## src/rtl/tbc_pkg.sv

```systemverilog
// Shared types, constants and helpers for the top-three brightest channel mean unit.
// No dependencies.
package tbc_pkg;

    localparam int MAX_CHANNELS = 4096;
    localparam int SAMPLE_W     = 32;
    localparam int CHAN_W       = 13;
    localparam int KEEP         = 3;
    localparam int NFIELDS      = 5;
    localparam int CNT_W        = 2;

    localparam logic [CHAN_W-1:0] CHAN_ONE   = CHAN_W'(1);
    localparam logic [CHAN_W-1:0] CHAN_MAX   = CHAN_W'(MAX_CHANNELS);
    localparam logic [CHAN_W-1:0] CHAN_STOP  = CHAN_W'(MAX_CHANNELS + 1);

    // floor(x / 3) for x below 2**18: x * ceil(2**19 / 3) >> 19
    localparam logic [17:0] RECIP3       = 18'd174763;
    localparam int          RECIP3_SHIFT = 19;

    localparam int F_INTENSITY = 0;
    localparam int F_STOKES_V  = 1;
    localparam int F_LEFT      = 2;
    localparam int F_RIGHT     = 3;
    localparam int F_VELOCITY  = 4;

    typedef enum logic [0:0] {
        CFG_FIRST_CHANNEL = 1'b0,
        CFG_FINAL_CHANNEL = 1'b1
    } t_cfg_idx;

    typedef struct packed {
        logic signed [SAMPLE_W-1:0] intensity;
        logic signed [SAMPLE_W-1:0] stokes_v;
        logic signed [SAMPLE_W-1:0] left_hand;
        logic signed [SAMPLE_W-1:0] right_hand;
        logic signed [SAMPLE_W-1:0] velocity;
        logic                       last_channel;
    } t_in_item;

    typedef struct packed {
        logic signed [SAMPLE_W-1:0] mean_intensity;
        logic signed [SAMPLE_W-1:0] mean_stokes_v;
        logic signed [SAMPLE_W-1:0] mean_left_hand;
        logic signed [SAMPLE_W-1:0] mean_right_hand;
        logic signed [SAMPLE_W-1:0] mean_velocity;
        logic [CNT_W-1:0]           channels_used;
    } t_out_item;

    // field 0 is intensity, the ranking key
    typedef logic [NFIELDS-1:0][SAMPLE_W-1:0] t_slot;

    typedef struct packed {
        logic  valid;
        t_slot slot;
    } t_entry;

    typedef struct packed {
        logic   take;
        t_entry entry;
    } t_link;

    typedef struct packed {
        logic [CNT_W-1:0]     count;
        t_slot [KEEP-1:0]     slot;
    } t_cap;

    function automatic logic [16:0] div3(input logic [17:0] x);
        logic [35:0] p;
        p = x * RECIP3;
        return p[35:RECIP3_SHIFT];
    endfunction

endpackage

```

## src/rtl/tbc_cell.sv

```systemverilog
// One slot of the sorted keep chain: compares the incoming channel, takes it or the
// entry shifted down from its upper neighbour. Depends on tbc_pkg.
module tbc_cell import tbc_pkg::*; (
    input  logic   i_clk,
    input  logic   i_rst_n,
    input  logic   i_clr,
    input  logic   i_cand_en,
    input  t_slot  i_cand,
    input  t_link  i_up,
    output t_link  o_down,
    output t_entry o_next
);

    logic   r_valid;
    t_slot  r_slot;
    logic   w_take_here;
    t_entry n_entry;

    // later channel wins ties: take on equal intensity
    assign w_take_here = i_cand_en &&
        (!r_valid || ($signed(r_slot[F_INTENSITY]) <= $signed(i_cand[F_INTENSITY])));

    always_comb begin
        n_entry.valid = r_valid;
        n_entry.slot  = r_slot;
        if (i_up.take) begin
            n_entry = i_up.entry;
        end else if (w_take_here) begin
            n_entry.valid = 1'b1;
            n_entry.slot  = i_cand;
        end
    end

    assign o_down.take        = i_up.take || w_take_here;
    assign o_down.entry.valid = r_valid;
    assign o_down.entry.slot  = r_slot;
    assign o_next             = n_entry;

    always_ff @(posedge i_clk) begin
        if (!i_rst_n) begin
            r_valid <= 1'b0;
        end else if (i_clr) begin
            r_valid <= 1'b0;
        end else begin
            r_valid <= n_entry.valid;
        end
    end

    always_ff @(posedge i_clk) begin
        r_slot <= n_entry.slot;
    end

endmodule

```

## config.mk

```make
export PLATFORM = sky130hd
export DESIGN_NAME = tbc_cell
export DESIGN_NICKNAME = d
export VERILOG_FILES = /design/src/rtl/tbc_pkg.sv /design/src/rtl/tbc_cell.sv
export SDC_FILE = /design/constraint.sdc
export NUM_CORES = 1
export LEC_CHECK = 0
export ABC_AREA = 1
export BUFFER_PORTS_ARGS = -buffer_cell sky130_fd_sc_hd__clkbuf_2
export CAP_MARGIN = 10
export CORE_AREA = 2 2 252 254
export DETAILED_ROUTE_END_ITERATION = 6
export DIE_AREA = 0 0 254 256
export HOLD_SLACK_MARGIN = 0.06
export SLEW_MARGIN = 20
export SYNTH_ARGS = -nofsm -noshare
export SYNTH_HDL_FRONTEND = slang
export SYNTH_SLANG_ARGS = --single-unit
```

## constraint.sdc

```tcl
create_clock -name i_clk -period 4.45 [get_ports i_clk]
set_clock_uncertainty 0.2 [all_clocks]
set_input_delay 0.89 -clock i_clk [delete_from_list [all_inputs] [get_ports i_clk]]
set_output_delay 0.89 -clock i_clk [all_outputs]
set_load 0.03 [all_outputs]
```

# Yosys cells after proc, flatten, opt, wreduce, memory -nomap -nowiden
# Cells that the tools add are included.
[totals]
register_bits = 161
out_inout_bits = 323
wordCells = 15
[op_classes]
magnitude_cmp = 1
n_mux = 2
bitwise_logic = 1
n_reduce_logical = 5
[op_table]
columns = ["cell", "count"]
rows = [
  ["2-to-1 mux 161 bit", 2],
  ["<= comparator 32 bit", 1],
  ["logical OR 1 bit", 2],
  ["OR reduction 2 bit", 1],
  ["logical AND 1 bit", 1],
  ["logical NOT 1 bit", 1],
  ["NOT 1 bit", 1],
]

# Depth between registers and ports, before layout
[depth]
depth_word = 5
ltp_mapped = 21
mapped_depth_nobuf = 19

# Worst setup path after synthesis
# Ideal clock, no wire load.
[synth_path]
kind = "input-to-output"
startpoint = "in i_cand[31] in the netlist's numbering"
endpoint = "out o_next[100] in the netlist's numbering"
arrival_ns = 2.714
setup_slack_ns = 0.646
path_stages = 14
path_buffers = 2
cell_sequence = "inv_1 > ha_1 > nand2_1 > nor3_2 > nand3_1 > nor3_1 > nor2_1 > nand3_2 > nand2_2 > buf_4 > buf_4 > nand2_1 > nand3_1 > nand2_1"
[synth_rtl]
columns = ["item", "line", "text"]
rows = [
  ["start, declared", "tbc_cell.sv:8", "input t_slot i_cand,"],
  ["end, declared", "tbc_cell.sv:11", "output t_entry o_next"],
]

==> impl_metrics.json <==
{
  "outcome": "completed",
  "cp_cell_sequence": "clkbuf_2, inv_1, ha_1, nand2_1, nor2_1, nand2_2, inv_1, nand2_1, nand2_1, nand2_2, nand3_1, nand3_4, buf_4, clkbuf_16, nand3_1, nand3_1, nand2_1, buf_2",
  "area_delta_synth_final_pct": 60.5,
  "cts_tree": "done",
  "cts_max_level": 4,
  "cp-end-kind": "output port",
  "drt-wirelength-per-cell_um": 15.4,
  "grt_pass1_wl_mm": 64.0,
  "clkSinkCount": 161,
  "fin_nets": 2486,
  "avgSynthCellArea_um2": 6.05,
  "holdWs_ps": 355,
  "grt_use_total": 0.132,
  "finalSetupViolCount": 0,
  "dr.first_iter.drc_count": 684,
  "cap_violations": 0,
  "min-delay-start": "o_down[41]",
  "numPortBuffers": 648,
  "row_count": 92,
  "post-route-period-util": 0.963,
  "die_x_um": 254,
  "rrSetupSlack_ps": 1690,
  "core_area_mm2": 0.0624,
  "syn-cell-area_mm2": 0.00902,
  "yosys_register_bits": 161,
  "cp_common_cell": "nand2_1",
  "slew_headroom": 0.666,
  "grt_max_degree": 83,
  "preCtsSetupSlack_ps": 38.2,
  "placedCellCount": 2941,
  "netlist_instances": 1490,
  "drc": 0,
  "layout.cells.non_filler": 2988,
  "cp.required_ps": 3360,
  "cp_max_fo": 19,
  "max_freq_ghz": 0.233,
  "timing.rr.end": "o_down[68]",
  "hold_viol": 0,
  "ys_warn_count": 0,
  "globalplace.congestion": 0.865,
  "ant_nets": 0,
  "tightest_slew_ps": 502,
  "r2r_cells": 17,
  "layout-drive-gt1-share": 0.353,
  "dp_hpwl_mm": 34.7,
  "crit_end": "o_next[100]",
  "maxSlewViolCount": 0,
  "rsz0062_at_grt": "true",
  "p_leak_nw": 8.97,
  "power_mw": 5.21,
  "start_util": 0.145,
  "nFillCells": 7200,
  "first_global_vias": 10800,
  "vias_per_cell": 3.84,
  "yosysSeqAreaShare": 0.357,
  "final_util": 0.232,
  "cts.reportedPaths.clkPinSlew_ps": 70,
  "synth.distinct_cells": 22,
  "path_class": "input port to output port",
  "firstDrtPassIters": 5,
  "hp-class": "flip-flop to flip-flop",
  "cp-startpoint": "i_cand[15]",
  "worstReg2RegStart": "o_down[6]",
  "clockBufferDepth": 2,
  "die_h_um": 256,
  "io_pins": 649,
  "ir_drop_v": 0.000274,
  "die-area_mm2": 0.0650,
  "multi_input_area_mm2": 0.00425,
  "antenna_found_initial": 4,
  "wirelength_mm": 46.1,
  "slowest_delay_ps": 310,
  "cts_buffers": 17,
  "crit_path_start_kind": "input port",
  "p_per_area_mw_per_mm2": 360,
  "ff_latch_area_mm2": 0.00322,
  "vias": 11500,
  "synthesis.nets": 1848,
  "post-route-min-period_ps": 4290,
  "critical_path.slowest_cell": "ha_1",
  "arrival_ps": 3200,
  "fin_ws_ps": 164,
  "clk_latency_ps": 470,
  "grt.overflow.total": 0,
  "cts_root_buf": "clkbuf_16"
}
==> report_power, final <==
group | total (mW) | internal (mW) | switching, mW
Clock | 1.60 | 0.844 | 0.753
Sequential | 1.70 | 1.60 | 0.107
Combinational | 1.92 | 0.600 | 1.32
Total | 5.21 | 3.04 | 2.17
==> timing repair <==
action | in CTS | in global routing
setup endpoints to repair | 0 | 142
resized for setup | 0 | 100
buffers inserted | 0 | 9
hold buffers | 0 | 0
==> cell usage in the layout (no fill, tap or decap), types with 2 or more instances in the layout <==
| cell type | instances |
|---|---|
| a21oi_1 | 13 |
| buf_12 | 12 |
| buf_16 | 4 |
| buf_2 | 23 |
| buf_4 | 35 |
| buf_6 | 12 |
| bufinv_16 | 2 |
| clkbuf_16 | 22 |
| clkbuf_2 | 604 |
| clkbuf_4 | 12 |
| clkinv_2 | 2 |
| clkinv_4 | 2 |
| dfxtp_1 | 161 |
| ha_1 | 30 |
| ha_4 | 2 |
| inv_1 | 328 |
| inv_6 | 7 |
| inv_8 | 2 |
| nand2_1 | 513 |
| nand2_2 | 6 |
| nand3_1 | 322 |
| nand3_2 | 2 |
| nand4_1 | 2 |
| nor2_1 | 8 |
| o21a_1 | 2 |
| o21ai_0 | 3 |
==> routing by layer <==
layer  GRT usage  up-vias  routed length, µm  part of all wire
met5           0        -                 30           0.00065
met4      0.0721        4               1990             0.043
met3      0.0439       80               3650             0.079
met2       0.219      477              21800              0.47
met1       0.147     5123              18700              0.40
li1            -     5783                  -                 -
==> cell families (layout without fill, tap and decap cells) <==
logic type / Yosys count / after routing / synth area share
compound gates: 20 / 20 / 0.0119
fa+ha+maj: 32 / 32 / 0.0444
buf+inv: 418 / 1069 / 0.181
flops: 161 / 161 / 0.357
other cells: 0 / 1 / 0
simple gates: 859 / 859 / 0.405
==> cells in the mapped netlist, drive strengths merged <==
master | instances | area, µm²
nor2 | 9 | 33.8
o21ai | 3 | 15.0
nand3 | 325 | 1630
dfxtp | 161 | 3220
a21oi | 14 | 70.1
nor3 | 2 | 15.0
nand2 | 520 | 1950
clkbuf | 50 | 188
a21o | 1 | 7.51
and3b | 1 | 8.76
inv | 329 | 1230
buf | 38 | 205
ha | 32 | 400
clkinv | 1 | 3.75
nand4 | 2 | 12.5
o21a | 2 | 15.0
==> stage by stage <==
step	area [µm²]	TNS (ps)
after floorplan	9020	0
after global placement	13500	0
after detailed placement	13500	0
after CTS	14000	0
after global routing	14500	-486
final	14500	0
==> critical path, delay by kind of cell <==
| family | cells | cell delay [ps] |
|---|---|---|
| adder cells (fa/ha/maj) | 1 | 310 |
| buffers and inverters | 6 | 840 |
| AND/OR/NAND/NOR | 11 | 1150 |
==> flip-flops by register name, summed over array words and instances, names as in the netlist <==
register	count
o_down	160
r_valid	1
==> area by class of cell <==
class | instances | share of cell area
Timing Repair Buffer | 707 | 0.283
Clock inverter | 15 | 0.0118
Inverter | 330 | 0.0859
Multi-Input combinational cell | 911 | 0.294
Antenna cell | 1 | 0.000173
Clock buffer | 17 | 0.0294
Tap cell | 846 | 0.0731
Sequential cell | 161 | 0.223
==> how the worst min path moves through the flow <==
stage                        endpoint  slack (ps)  cells after the start
after detailed placement   o_down[41]         340                      4
after global placement    o_down[129]         340                      4
after CTS                 o_down[114]         350                      3
final                      o_down[41]         350                      4
after global routing       o_down[56]         380                      4
after floorplan               r_valid         660                      3
(Power assumes the default switching activity.)
